[config.mk]
export PLATFORM = sky130hd
export DESIGN_NAME = code_point_to_byte_encoder
export DESIGN_NICKNAME = d
export VERILOG_FILES = /design/src/cpbe_pkg.sv /design/src/cpbe_front.sv /design/src/cpbe_fifo.sv /design/src/cpbe_back.sv /design/src/code_point_to_byte_encoder.sv
export VERILOG_INCLUDE_DIRS = /design/src /design/src/src
export SDC_FILE = /design/constraint.sdc
export NUM_CORES = 1
export LEC_CHECK = 0
export ABC_CLOCK_PERIOD_IN_PS = 5600
export BUFFER_PORTS_ARGS = -buffer_cell sky130_fd_sc_hd__buf_4
export CORE_ASPECT_RATIO = 0.6
export CORE_UTILIZATION = 55
export CTS_CLUSTER_SIZE = 12
export DETAILED_ROUTE_END_ITERATION = 12
export PLACE_DENSITY_LB_ADDON = 0.15
export SLEW_MARGIN = 30
export SYNTH_ARGS = -nofsm -noshare
export SYNTH_HDL_FRONTEND = slang
export SYNTH_SLANG_ARGS = --single-unit
[constraint.sdc]
create_clock -name i_clk -period 5.6 [get_ports i_clk]
set_clock_uncertainty 0.15 [all_clocks]
set_input_delay 0.84 -clock i_clk [delete_from_list [all_inputs] [get_ports i_clk]]
set_output_delay 0.84 -clock i_clk [all_outputs]
set_load 0.05 [all_outputs]
[src/code_point_to_byte_encoder_assert.svh]
// ----------------------------------------------------------------------------
// code point encoder assertion macros
// clocked assertion helpers shared by the encoder modules
// ----------------------------------------------------------------------------
`ifndef CODE_POINT_TO_BYTE_ENCODER_ASSERT_SVH
`define CODE_POINT_TO_BYTE_ENCODER_ASSERT_SVH

// same-cycle implication, disabled while reset is asserted
`define CPBE_ASSERT_IMP(lbl, clk, rst_n, a, b, msg) \
    lbl: assert property (@(posedge clk) disable iff (!rst_n) (a) |-> (b)) \
        else $error(msg);

// next-cycle implication, disabled while reset is asserted
`define CPBE_ASSERT_NXT(lbl, clk, rst_n, a, b, msg) \
    lbl: assert property (@(posedge clk) disable iff (!rst_n) (a) |=> (b)) \
        else $error(msg);

`endif

[src/cpbe_pkg.sv]
// ----------------------------------------------------------------------------
// cpbe_pkg
// types and constants shared by the code point encoder modules
// ----------------------------------------------------------------------------
package cpbe_pkg;

    localparam int CP_W   = 22;
    localparam int BYTE_W = 8;
    localparam int MAX_BYTES = 4;
    localparam int IDX_W  = 2;

    typedef enum logic [1:0] {
        ENC_BYTE    = 2'd0,
        ENC_UTF8    = 2'd1,
        ENC_UTF16LE = 2'd2,
        ENC_UTF16BE = 2'd3
    } t_enc;

    // register addresses, index taken from paddr[2]
    localparam logic REG_OUTPUT_ENCODING = 1'b0;

    localparam logic [20:0] CP_LIMIT    = 21'h110000;
    localparam logic [20:0] CP_SUPP     = 21'h010000;
    localparam logic [20:0] CP_SUR_LO   = 21'h00D800;
    localparam logic [20:0] CP_SUR_END  = 21'h00E000;
    localparam logic [20:0] CP_UTF8_1   = 21'h000080;
    localparam logic [20:0] CP_UTF8_2   = 21'h000800;
    localparam logic [20:0] CP_BYTE_MAX = 21'h0000FF;

    // encoded bytes in emission order plus index of the final byte
    typedef struct packed {
        logic [MAX_BYTES-1:0][BYTE_W-1:0] bytes;
        logic [IDX_W-1:0]                 last_idx;
    } t_word;

    // queue status seen by the front and back ends
    typedef struct packed {
        logic full;
        logic empty;
    } t_q_status;

endpackage

[src/cpbe_front.sv]
// ----------------------------------------------------------------------------
// cpbe_front
// accepts code points, drops invalid ones and encodes the rest into words
// ----------------------------------------------------------------------------
module cpbe_front (
    input  logic                         i_valid,
    output logic                         o_ready,
    input  logic signed [cpbe_pkg::CP_W-1:0] i_code_point,
    input  cpbe_pkg::t_enc               i_enc,
    input  cpbe_pkg::t_q_status          i_q_status,
    output logic                         o_push,
    output cpbe_pkg::t_word              o_word
);
    import cpbe_pkg::*;

    logic [20:0] cp;
    logic        neg;
    logic        emit;
    logic [19:0] v;
    logic [15:0] w_hi;
    logic [15:0] w_lo;
    logic        big;
    t_word       word;

    assign cp  = i_code_point[20:0];
    assign neg = i_code_point[CP_W-1];
    assign v   = 20'(cp - CP_SUPP);
    assign big = (i_enc == ENC_UTF16BE);

    always_comb begin
        word = '0;
        emit = 1'b0;
        w_hi = 16'h0000;
        w_lo = 16'h0000;
        if (!neg && cp < CP_LIMIT) begin
            case (i_enc)
                ENC_UTF8: begin
                    emit = 1'b1;
                    if (cp < CP_UTF8_1) begin
                        word.bytes[0] = {1'b0, cp[6:0]};
                        word.last_idx = 2'd0;
                    end else if (cp < CP_UTF8_2) begin
                        word.bytes[0] = {3'b110, cp[10:6]};
                        word.bytes[1] = {2'b10, cp[5:0]};
                        word.last_idx = 2'd1;
                    end else if (cp < CP_SUPP) begin
                        word.bytes[0] = {4'b1110, cp[15:12]};
                        word.bytes[1] = {2'b10, cp[11:6]};
                        word.bytes[2] = {2'b10, cp[5:0]};
                        word.last_idx = 2'd2;
                    end else begin
                        word.bytes[0] = {5'b11110, cp[20:18]};
                        word.bytes[1] = {2'b10, cp[17:12]};
                        word.bytes[2] = {2'b10, cp[11:6]};
                        word.bytes[3] = {2'b10, cp[5:0]};
                        word.last_idx = 2'd3;
                    end
                end
                ENC_UTF16LE, ENC_UTF16BE: begin
                    if (cp < CP_SUR_LO || (cp >= CP_SUR_END && cp < CP_SUPP)) begin
                        emit = 1'b1;
                        w_hi = cp[15:0];
                        word.bytes[0] = big ? w_hi[15:8] : w_hi[7:0];
                        word.bytes[1] = big ? w_hi[7:0] : w_hi[15:8];
                        word.last_idx = 2'd1;
                    end else if (cp >= CP_SUPP) begin
                        // surrogate pair, high half first
                        emit = 1'b1;
                        w_hi = {6'b110110, v[19:10]};
                        w_lo = {6'b110111, v[9:0]};
                        word.bytes[0] = big ? w_hi[15:8] : w_hi[7:0];
                        word.bytes[1] = big ? w_hi[7:0] : w_hi[15:8];
                        word.bytes[2] = big ? w_lo[15:8] : w_lo[7:0];
                        word.bytes[3] = big ? w_lo[7:0] : w_lo[15:8];
                        word.last_idx = 2'd3;
                    end
                end
                default: begin
                    if (cp <= CP_BYTE_MAX) begin
                        emit = 1'b1;
                        word.bytes[0] = cp[7:0];
                        word.last_idx = 2'd0;
                    end
                end
            endcase
        end
    end

    assign o_ready = !i_q_status.full;
    assign o_push  = i_valid && o_ready && emit;
    assign o_word  = word;

endmodule

[src/cpbe_fifo.sv]
// ----------------------------------------------------------------------------
// cpbe_fifo
// short queue of encoded words between the front and back ends
// ----------------------------------------------------------------------------
`include "code_point_to_byte_encoder_assert.svh"

module cpbe_fifo #(
    parameter int DEPTH = 4
) (
    input  logic                i_clk,
    input  logic                i_rst_n,
    input  logic                i_push,
    input  cpbe_pkg::t_word     i_word,
    input  logic                i_pop,
    output cpbe_pkg::t_word     o_word,
    output cpbe_pkg::t_q_status o_status
);
    import cpbe_pkg::*;

    localparam int PTR_W = (DEPTH > 1) ? $clog2(DEPTH) : 1;
    localparam int CNT_W = $clog2(DEPTH + 1);

    t_word              r_mem [DEPTH];
    logic [PTR_W-1:0]   r_wr_ptr, n_wr_ptr;
    logic [PTR_W-1:0]   r_rd_ptr, n_rd_ptr;
    logic [CNT_W-1:0]   r_count,  n_count;

    always_comb begin
        n_wr_ptr = r_wr_ptr;
        n_rd_ptr = r_rd_ptr;
        n_count  = r_count;
        if (i_push) begin
            n_wr_ptr = (r_wr_ptr == PTR_W'(DEPTH - 1)) ? '0 : r_wr_ptr + 1'b1;
        end
        if (i_pop) begin
            n_rd_ptr = (r_rd_ptr == PTR_W'(DEPTH - 1)) ? '0 : r_rd_ptr + 1'b1;
        end
        if (i_push && !i_pop) begin
            n_count = r_count + 1'b1;
        end else if (!i_push && i_pop) begin
            n_count = r_count - 1'b1;
        end
    end

    always_ff @(posedge i_clk) begin
        if (!i_rst_n) begin
            r_wr_ptr <= '0;
            r_rd_ptr <= '0;
            r_count  <= '0;
        end else begin
            r_wr_ptr <= n_wr_ptr;
            r_rd_ptr <= n_rd_ptr;
            r_count  <= n_count;
        end
    end

    always_ff @(posedge i_clk) begin
        if (i_push) begin
            r_mem[r_wr_ptr] <= i_word;
        end
    end

    assign o_word       = r_mem[r_rd_ptr];
    assign o_status.full  = (r_count == CNT_W'(DEPTH));
    assign o_status.empty = (r_count == '0);

    `CPBE_ASSERT_IMP(a_no_overflow, i_clk, i_rst_n, o_status.full, !i_push, "push into full queue")
    `CPBE_ASSERT_IMP(a_no_underflow, i_clk, i_rst_n, o_status.empty, !i_pop, "pop from empty queue")
    `CPBE_ASSERT_IMP(a_ptr_match, i_clk, i_rst_n, o_status.empty || o_status.full, r_wr_ptr == r_rd_ptr, "pointers disagree with count")

endmodule

[src/cpbe_back.sv]
// ----------------------------------------------------------------------------
// cpbe_back
// serializes queued words into single bytes behind an output register
// ----------------------------------------------------------------------------
`include "code_point_to_byte_encoder_assert.svh"

module cpbe_back (
    input  logic                i_clk,
    input  logic                i_rst_n,
    input  cpbe_pkg::t_word     i_word,
    input  cpbe_pkg::t_q_status i_q_status,
    output logic                o_pop,
    output logic                o_valid,
    input  logic                i_ready,
    output logic [7:0]          o_out_byte,
    output logic                o_last_byte
);
    import cpbe_pkg::*;

    t_word              r_word;
    logic               r_have, n_have;
    logic [IDX_W-1:0]   r_idx,  n_idx;
    logic               r_valid, n_valid;
    logic [BYTE_W-1:0]  r_out_byte;
    logic               r_last_byte;
    logic               load;
    logic               load_last;

    assign load      = r_have && (!r_valid || i_ready);
    assign load_last = load && (r_idx == r_word.last_idx);
    // fetch the next word when idle or when the current one finishes
    assign o_pop     = !i_q_status.empty && (!r_have || load_last);

    always_comb begin
        n_have  = r_have;
        n_idx   = r_idx;
        n_valid = r_valid;
        if (r_valid && i_ready) begin
            n_valid = 1'b0;
        end
        if (load) begin
            n_valid = 1'b1;
            n_idx   = r_idx + 1'b1;
        end
        if (load_last) begin
            n_have = 1'b0;
        end
        if (o_pop) begin
            n_have = 1'b1;
            n_idx  = '0;
        end
    end

    always_ff @(posedge i_clk) begin
        if (!i_rst_n) begin
            r_have  <= 1'b0;
            r_idx   <= '0;
            r_valid <= 1'b0;
        end else begin
            r_have  <= n_have;
            r_idx   <= n_idx;
            r_valid <= n_valid;
        end
    end

    always_ff @(posedge i_clk) begin
        if (o_pop) begin
            r_word <= i_word;
        end
        if (load) begin
            r_out_byte  <= r_word.bytes[r_idx];
            r_last_byte <= (r_idx == r_word.last_idx);
        end
    end

    assign o_valid     = r_valid;
    assign o_out_byte  = r_out_byte;
    assign o_last_byte = r_last_byte;

    `CPBE_ASSERT_IMP(a_idx_in_word, i_clk, i_rst_n, r_have, r_idx <= r_word.last_idx, "byte index past end of word")
    `CPBE_ASSERT_NXT(a_pop_restart, i_clk, i_rst_n, o_pop, r_have && r_idx == '0, "popped word not started at byte zero")
    `CPBE_ASSERT_NXT(a_load_shows, i_clk, i_rst_n, load, o_valid, "loaded byte not presented")

endmodule

[src/code_point_to_byte_encoder.sv]
// ----------------------------------------------------------------------------
// code_point_to_byte_encoder
// encodes code points into byte, utf-8 or utf-16 byte streams
// ----------------------------------------------------------------------------
// One code point enters per transaction and leaves as 0 to 4 output bytes,
// one byte per cycle while i_ready is high, with o_last_byte marking the
// final byte of each code point. The input side takes a new code point
// every cycle while the word queue (DEPTH entries) has room. An item gives
// 1 byte in byte mode, 1 to 4 bytes in utf-8 and 2 or 4 bytes in utf-16;
// dropped code points are taken on the input but give no bytes. The
// output encoding register at address 0 should be written only while no
// transaction is in flight.
module code_point_to_byte_encoder #(
    parameter int DEPTH = 4
) (
    input  logic                              i_clk,
    input  logic                              i_rst_n,
    input  logic                              psel,
    input  logic                              penable,
    input  logic                              pwrite,
    input  logic [2:0]                        paddr,
    input  logic [31:0]                       pwdata,
    output logic [31:0]                       prdata,
    output logic                              pready,
    input  logic                              i_valid,
    output logic                              o_ready,
    input  logic signed [cpbe_pkg::CP_W-1:0]  i_code_point,
    output logic                              o_valid,
    input  logic                              i_ready,
    output logic [7:0]                        o_out_byte,
    output logic                              o_last_byte
);
    import cpbe_pkg::*;

    t_enc       r_enc;
    logic       push;
    logic       pop;
    t_word      front_word;
    t_word      q_word;
    t_q_status  q_status;
    logic       wr_en;

    assign pready = 1'b1;
    assign wr_en  = psel && penable && pwrite && pready && (paddr[2] == REG_OUTPUT_ENCODING);

    always_ff @(posedge i_clk) begin
        if (!i_rst_n) begin
            r_enc <= ENC_BYTE;
        end else if (wr_en) begin
            r_enc <= t_enc'(pwdata[1:0]);
        end
    end

    always_comb begin
        prdata = '0;
        if (paddr[2] == REG_OUTPUT_ENCODING) begin
            prdata = {30'd0, r_enc};
        end
    end

    cpbe_front u_front (
        .i_valid      (i_valid),
        .o_ready      (o_ready),
        .i_code_point (i_code_point),
        .i_enc        (r_enc),
        .i_q_status   (q_status),
        .o_push       (push),
        .o_word       (front_word)
    );

    cpbe_fifo #(
        .DEPTH (DEPTH)
    ) u_fifo (
        .i_clk    (i_clk),
        .i_rst_n  (i_rst_n),
        .i_push   (push),
        .i_word   (front_word),
        .i_pop    (pop),
        .o_word   (q_word),
        .o_status (q_status)
    );

    cpbe_back u_back (
        .i_clk       (i_clk),
        .i_rst_n     (i_rst_n),
        .i_word      (q_word),
        .i_q_status  (q_status),
        .o_pop       (pop),
        .o_valid     (o_valid),
        .i_ready     (i_ready),
        .o_out_byte  (o_out_byte),
        .o_last_byte (o_last_byte)
    );

endmodule
## Word level (Yosys, flattened, before mapping)

Memory sizes are Yosys's and may differ from the RTL's. A register that Yosys moved wholly into a read port is not among the register bits.
Cells that the tools add are included.
Widths: inputs -> output; s select.

| cells by class | value |
|---|---|
| bitwise gates (word level) | 2 |
| reductions and logical operators | 29 |
| add/sub/neg operators | 6 |
| eq/ne operators | 7 |
| multiplexer cells | 37 |
| magnitude comparators | 9 |

Operators by type and width:

| operator | count |
|---|---|
| $mux 34 | 2 |
| $mux 8 | 8 |
| $mux 24 | 2 |
| $pmux 24 s2 | 1 |
| $mux 18 | 2 |
| $mux 16 | 2 |
| $ge 21x16->1 const B | 1 |
| $ge 21x17->1 const B | 1 |
| $le 21x8->1 const B | 1 |
| $lt 21x12->1 const B | 1 |
| $lt 21x16->1 const B | 1 |
| $lt 21x17->1 const B | 1 |
| $lt 21x21->1 const B | 1 |
| $lt 21x8->1 const B | 1 |
| $mux 10 | 2 |
| $pmux 10 s2 | 1 |
| $sub 20x17->20 const B | 1 |
| $bmux 8 s2 | 1 |
| $logic_and 1x1->1 | 13 |
| $mux 1 | 10 |
| $eq 2x2->1 const B | 4 |
| $logic_not 1->1 | 7 |
| $add 2x1->2 const B | 3 |
| $mux 2 | 3 |
| other kinds (13) | 20 |

| storage, ports and cells | value |
|---|---|
| memories | 1 |
| input bits | 64 |
| bits in writable memories | 136 |
| word-level logic and storage cells | 100 |
| bits in registers | 22 |
| output and inout bits | 44 |

Memory list:

| memory | depth | width | rd ports | clocked after Yosys merged registers in | write ports | RTL line | text |
|---|---|---|---|---|---|---|---|
| u_fifo.r_mem | 4 | 34 | 1 | 1 | 1 | cpbe_fifo.sv:23 | `t_word r_mem [DEPTH];` |

## Logic depth before layout (Yosys ltp)

| logic depth | value |
|---|---|
| depth in word-level cells | 11 |
| depth in mapped cells | 13 |
| mapped depth without buffers | 12 |

## Cells and area by module

Synthesis repeated with hierarchy kept, for this count alone.

| unflattened totals | value |
|---|---|
| cell total of the unflattened synthesis | 602 |
| area total of the unflattened synthesis | 9011.1 µm² |

By module, submodules not included:

| module | instances | area an instance (µm²) | cells an instance | seq. area each (µm²) |
|---|---|---|---|---|
| cpbe_fifo | 1 | 5412.7 | 222 | 4264.1 |
| cpbe_back | 1 | 1725.4 | 79 | 1371.3 |
| cpbe_front | 1 | 1526.5 | 257 | 0.0 |
| code_point_to_byte_encoder | 1 | 346.6 | 44 | 40.0 |

## Worst setup path before layout

Ideal clock, no wire load.

| path | value |
|---|---|
| kind | input to register |
| start point | in i_code_point[18] (netlist name) |
| end point | reg u_fifo.r_count[2] |
| path slack | 1.995 ns |
| path buffers | 1 |
| cell stages on the path | 12 |
| data required time | 5.379 ns |
| arrival | 3.384 ns |
| cell sequence | or4_4 > a21oi_2 > nand2_1 > o21a_1 > clkbuf_1 > nor2_1 > ha_1 > inv_1 > fa_1 > xor2_1 > or3_1 > a21oi_1 |

| on the way | value |
|---|---|
| cells in the longest elaborated chain, start to end | 10 |
| elaborated cells on any way between the ends | 20 |
| those cells by class | order compare (6); mux (6); reduce/logical (8) |

Ends and longest elaborated chain:

| what | RTL line | text |
|---|---|---|
| from (decl) | code_point_to_byte_encoder.sv:27 | `input logic signed [cpbe_pkg::CP_W-1:0] i_code_point,` |
| $ge 21x16->1 or $lt 21x17->1 (tied branches) | cpbe_front.sv:60 | `if (cp < CP_SUR_LO \|\| (cp >= CP_SUR_END && cp < CP_SUPP)) begin` |
| $logic_and 1x1->1 | cpbe_front.sv:60 |  |
| $logic_or 1x1->1 | cpbe_front.sv:60 |  |
| $mux 1 | cpbe_front.sv:60 |  |
| $pmux 1 s2 | cpbe_front.sv:36 | `case (i_enc)` |
| $mux 1 (*) | cpbe_front.sv:35 | `if (!neg && cp < CP_LIMIT) begin` |
| $logic_and 1x1->1 (*) | cpbe_front.sv:90 | `assign o_push = i_valid && o_ready && emit;` |
| named net push | code_point_to_byte_encoder.sv:36 | `logic push;` |
| $logic_not 1->1 | cpbe_fifo.sv:40 | `end else if (!i_push && i_pop) begin` |
| $logic_and 1x1->1 | cpbe_fifo.sv:40 |  |
| $reduce_bool 2->1 (no source line) | - |  |
| to (signal assigned) | cpbe_fifo.sv:53 | `r_count <= n_count;` |
| to (decl) | cpbe_fifo.sv:26 | `logic [CNT_W-1:0] r_count, n_count;` |

Mark *: on every way through the listed nets, which the timed path passes. The rest lies on a longest branch.
A chain may end at the register's enable or synchronous reset.

## Worst setup path after layout

Ends and elaborated chain as after synthesis.

==> impl_metrics.sql <==
INSERT INTO impl_metrics (metric_group, metric, value, unit) VALUES
('routing', 'drcViolationCount', '0', ''),
('synthesis', 'syn-mean-instance-area', '14.5', 'sq um'),
('synthesis', 'yosysSeqAreaShare', '0.647', ''),
('setup_path', 'cp_data_arrival_time', '3.83', 'ns'),
('finish', 'layout-area-overhead-vs-synth', '12.3', '%'),
('floorplan', 'pin_count', '108', ''),
('sta', 'fin_crit', '3.63', 'ns'),
('sta', 'report.final.hold_viol_count', '0', ''),
('power', 'pwr-share-clk', '0.310', ''),
('setup_path', 'worst-setup-path-type', 'input pin to flip-flop', ''),
('setup_path', 'critical_path.startpoint_type', 'input pin', ''),
('synthesis', 'cell_count_after_synthesis', '600', ''),
('power', 'power.sequential.fraction', '0.489', ''),
('sta', 'setup_viol', '0', ''),
('synthesis', 'synth_top_cells_by_area', 'sky130_fd_sc_hd__edfxtp_1 (62%), sky130_fd_sc_hd__mux4_2 (11%), sky130_fd_sc_hd__dfxtp_1 (3.0%)', ''),
('synthesis', 'number_of_enable_flip_flop_cells_after_synthesis', '179', ''),
('routing', 'detail-route-antenna-nets', '0', ''),
('cts', 'ctsResizeCount', '0', ''),
('setup_path', 'largest_fanout_on_the_critical_path', '12', ''),
('status', 'run_status', 'finished, final reports clean', ''),
('synthesis', 'synth.distinct_cells', '57', ''),
('synthesis', 'synth-seq-cells', '192', ''),
('min_path', 'holdPathStages', '2', ''),
('synthesis', 'most_frequent_cell_after_synthesis', 'sky130_fd_sc_hd__edfxtp_1', ''),
('power', 'fraction_of_power_spent_switching_nets', '0.303', ''),
('cts', 'postCtsSetupBuffers', '0', ''),
('routing', 'detailedRoute.firstIterationViolations', '634', ''),
('setup_path', 'reg2regPathDepth', '9', ''),
('cts', 'max-clock-path-buffers', '2', ''),
('finish', 'n_antenna_cell', '0', ''),
('sta', 'unrepaired_setup_endpoints_after_global_routing', 'false', ''),
('cts', 'clock_tree_from_tritoncts', 'done', ''),
('synthesis', 'mappedNetlistArea', '8710', 'sq um'),
('cts', 'cts-root-buf', 'sky130_fd_sc_hd__clkbuf_16', ''),
('cts', 'clk_pin_slew', '0.08', 'ns'),
('global_route', 'grt_antenna_before_repair', '0', ''),
('global_route', 'grt-ovfl-total', '0', ''),
('routing', 'drt_pass1_iterations', '5', ''),
('finish', 'post-route-util', '0.634', ''),
('cts', 'ctsHtreeMaxLevel', '4', ''),
('synthesis', 'yosys.area.top_type', 'sky130_fd_sc_hd__edfxtp_1', ''),
('power', 'power.switching', '0.00121', 'W'),
('sta', 'relSlewSlack', '0.378', ''),
('power', 'cellLeakagePower', '3.46', 'nW'),
('synthesis', 'synth-async-reset-ratio', '0', ''),
('sta', 'min_period_over_period', '0.647', ''),
('floorplan', 'die-area', '16400', 'sq um'),
('placed_design', 'routabilityCongestion', '0.921', ''),
('setup_path', 'max_stage_delay', '0.58', 'ns'),
('floorplan', 'dieHeight', '99.5', 'um'),
('sta', 'tns', '0', 'ns'),
('routing', 'routed_wirelength', '20800', 'um'),
('setup_path', 'critical_path_cell_by_cell', 'buf_4 -> or4_4 -> a21oi_2 -> nand2_1 -> o21a_1 -> nor2_1 -> ha_1 -> inv_1 -> fa_1 -> xor2_1 -> or3_1 -> a21oi_1', ''),
('cts', 'numClockSinks', '192', ''),
('floorplan', 'floorplan.rows', '35', ''),
('floorplan', 'start_util', '0.565', ''),
('setup_path', 'worst_setup_path_end_kind', 'flip-flop', ''),
('cts', 'number_of_buffers_inserted_during_clock_tree_synthesis', '17', ''),
('placed_design', 'place_hpwl', '13600', 'um'),
('power', 'total_power', '0.00398', 'W'),
('routing', 'via_per_inst', '6.19', ''),
('power', 'pwr-share-comb', '0.201', ''),
('global_route', 'vias_in_the_first_global_route', '5132', ''),
('min_path', 'hold_start', 'u_fifo.r_wr_ptr[1]$_SDFFE_PN0P_', ''),
('setup_path', 'crit-reg2reg-launch', 'u_back.r_idx[1]$_SDFFE_PP0P_', ''),
('sta', 'timing.final.max_slew_violations', '0', ''),
('flow_run', 'drv.max_cap_violation_count', '0', ''),
('power', 'irDropWorstVdd', '0.000215', 'V'),
('setup_path', 'reg2reg_setup_slack', '2.41', 'ns'),
('global_route', 'largest_net_degree_at_the_start_of_global_routing', '42', ''),
('routing', 'route.detailed.wl_per_inst', '24.4', 'um');
## power groups by stage
stage	combinational [W]	sequential (W)	clock, W
floorplan	0.000536	0.00199	0
global placement	0.000784	0.00196	0
detailed placement	0.000801	0.00198	0
CTS	0.000805	0.00195	0.00125
global route	0.000857	0.00197	0.00130
finish	0.000799	0.00195	0.00123
## how the worst max path moves through the flow
stage | to | from | cells past startpoint | slack (ns)
2_1_floorplan | u_fifo.r_count[2]$_SDFFE_PN0P_ | i_code_point[18] | 12 | 2.00
3_3_place_gp | u_fifo.r_count[2]$_SDFFE_PN0P_ | i_code_point[18] | 12 | 1.57
3_5_place_dp | u_fifo.r_count[2]$_SDFFE_PN0P_ | i_code_point[18] | 12 | 1.55
4_1_cts | u_fifo.r_count[2]$_SDFFE_PN0P_ | i_code_point[18] | 12 | 1.99
5_1_grt | u_fifo.r_count[2]$_SDFFE_PN0P_ | i_code_point[18] | 12 | 1.80
6_report | u_fifo.r_count[2]$_SDFFE_PN0P_ | i_code_point[18] | 12 | 1.97
## registers in the layout (all words and copies together), names as in the netlist
name and cells:
r_enc 2, u_back.o_last_byte 1, u_back.o_out_byte 8, u_back.o_valid 1, u_back.r_have 1, u_back.r_idx 2, u_back.r_word 34, u_fifo.r_count 3
u_fifo.r_mem 136, u_fifo.r_rd_ptr 2, u_fifo.r_wr_ptr 2
## cell type report
type / instances / area, sq um / share of cell area
Clock inverter: 14 / 185 / 0.0189
Timing Repair Buffer: 57 / 478 / 0.0489
Multi-Input combinational cell: 353 / 2740 / 0.280
Tap cell: 203 / 254 / 0.0260
Sequential cell: 192 / 5640 / 0.576
Inverter: 15 / 56.3 / 0.00576
Clock buffer: 18 / 429 / 0.0439
## per-stage QoR
step / setup WS [ns] / instances / hold slack (ns) / instance area [sq um]
finish: 1.97 / 852 / 0.368 / 9780
global route: 1.80 / 852 / 0.408 / 9780
CTS: 1.99 / 852 / 0.372 / 9780
detailed placement: 1.55 / 820 / 0.357 / 9160
global placement: 1.57 / 820 / 0.348 / 9160
floorplan: 2.00 / 629 / 0.305 / 8820
## cell families after synthesis
| family | count (synthesis) | share of synthesized area |
|---|---|---|
| AOI/OAI and AO/OA | 115 | 0.0822 |
| DFF | 192 | 0.647 |
| adders and majority gates | 9 | 0.0138 |
| and+or+nand+nor | 135 | 0.0727 |
| other | 2 | 0.000863 |
| buffers and inverters | 84 | 0.0510 |
| muxes | 56 | 0.125 |
| xor gates and xnor gates | 7 | 0.00704 |
## layer usage
layer  wire length, um  track usage  vias up  share of wire
met5                 0            0        -              0
met3              1850       0.0630       32          0.089
li1                  -            -     2333              -
met4               474       0.0847        0          0.023
met1              9600        0.416     2617           0.46
met2              8880        0.390      291           0.43
## tightest hold or removal path, cell delays in order (launching register included)
cell and delay, ns:
sky130_fd_sc_hd__dfxtp_1 0.34, sky130_fd_sc_hd__o21ai_0 0.08, sky130_fd_sc_hd__a21oi_1 0.06
## layout by cell type (no fill, tap or decap), drive strengths merged, types with 6 or more instances in the layout
master,count
ha,8
mux2i,11
inv,21
nand2,36
nor2,52
mux4,42
a22oi,9
edfxtp,179
a21oi,40
o21ai,23
buf,57
clkinv,6
conb,31
dfxtp,13
o22ai,8
xor2,6
nor3,9
nand3,6
clkbuf,18
Note: power is estimated with default switching activity, not from simulation.
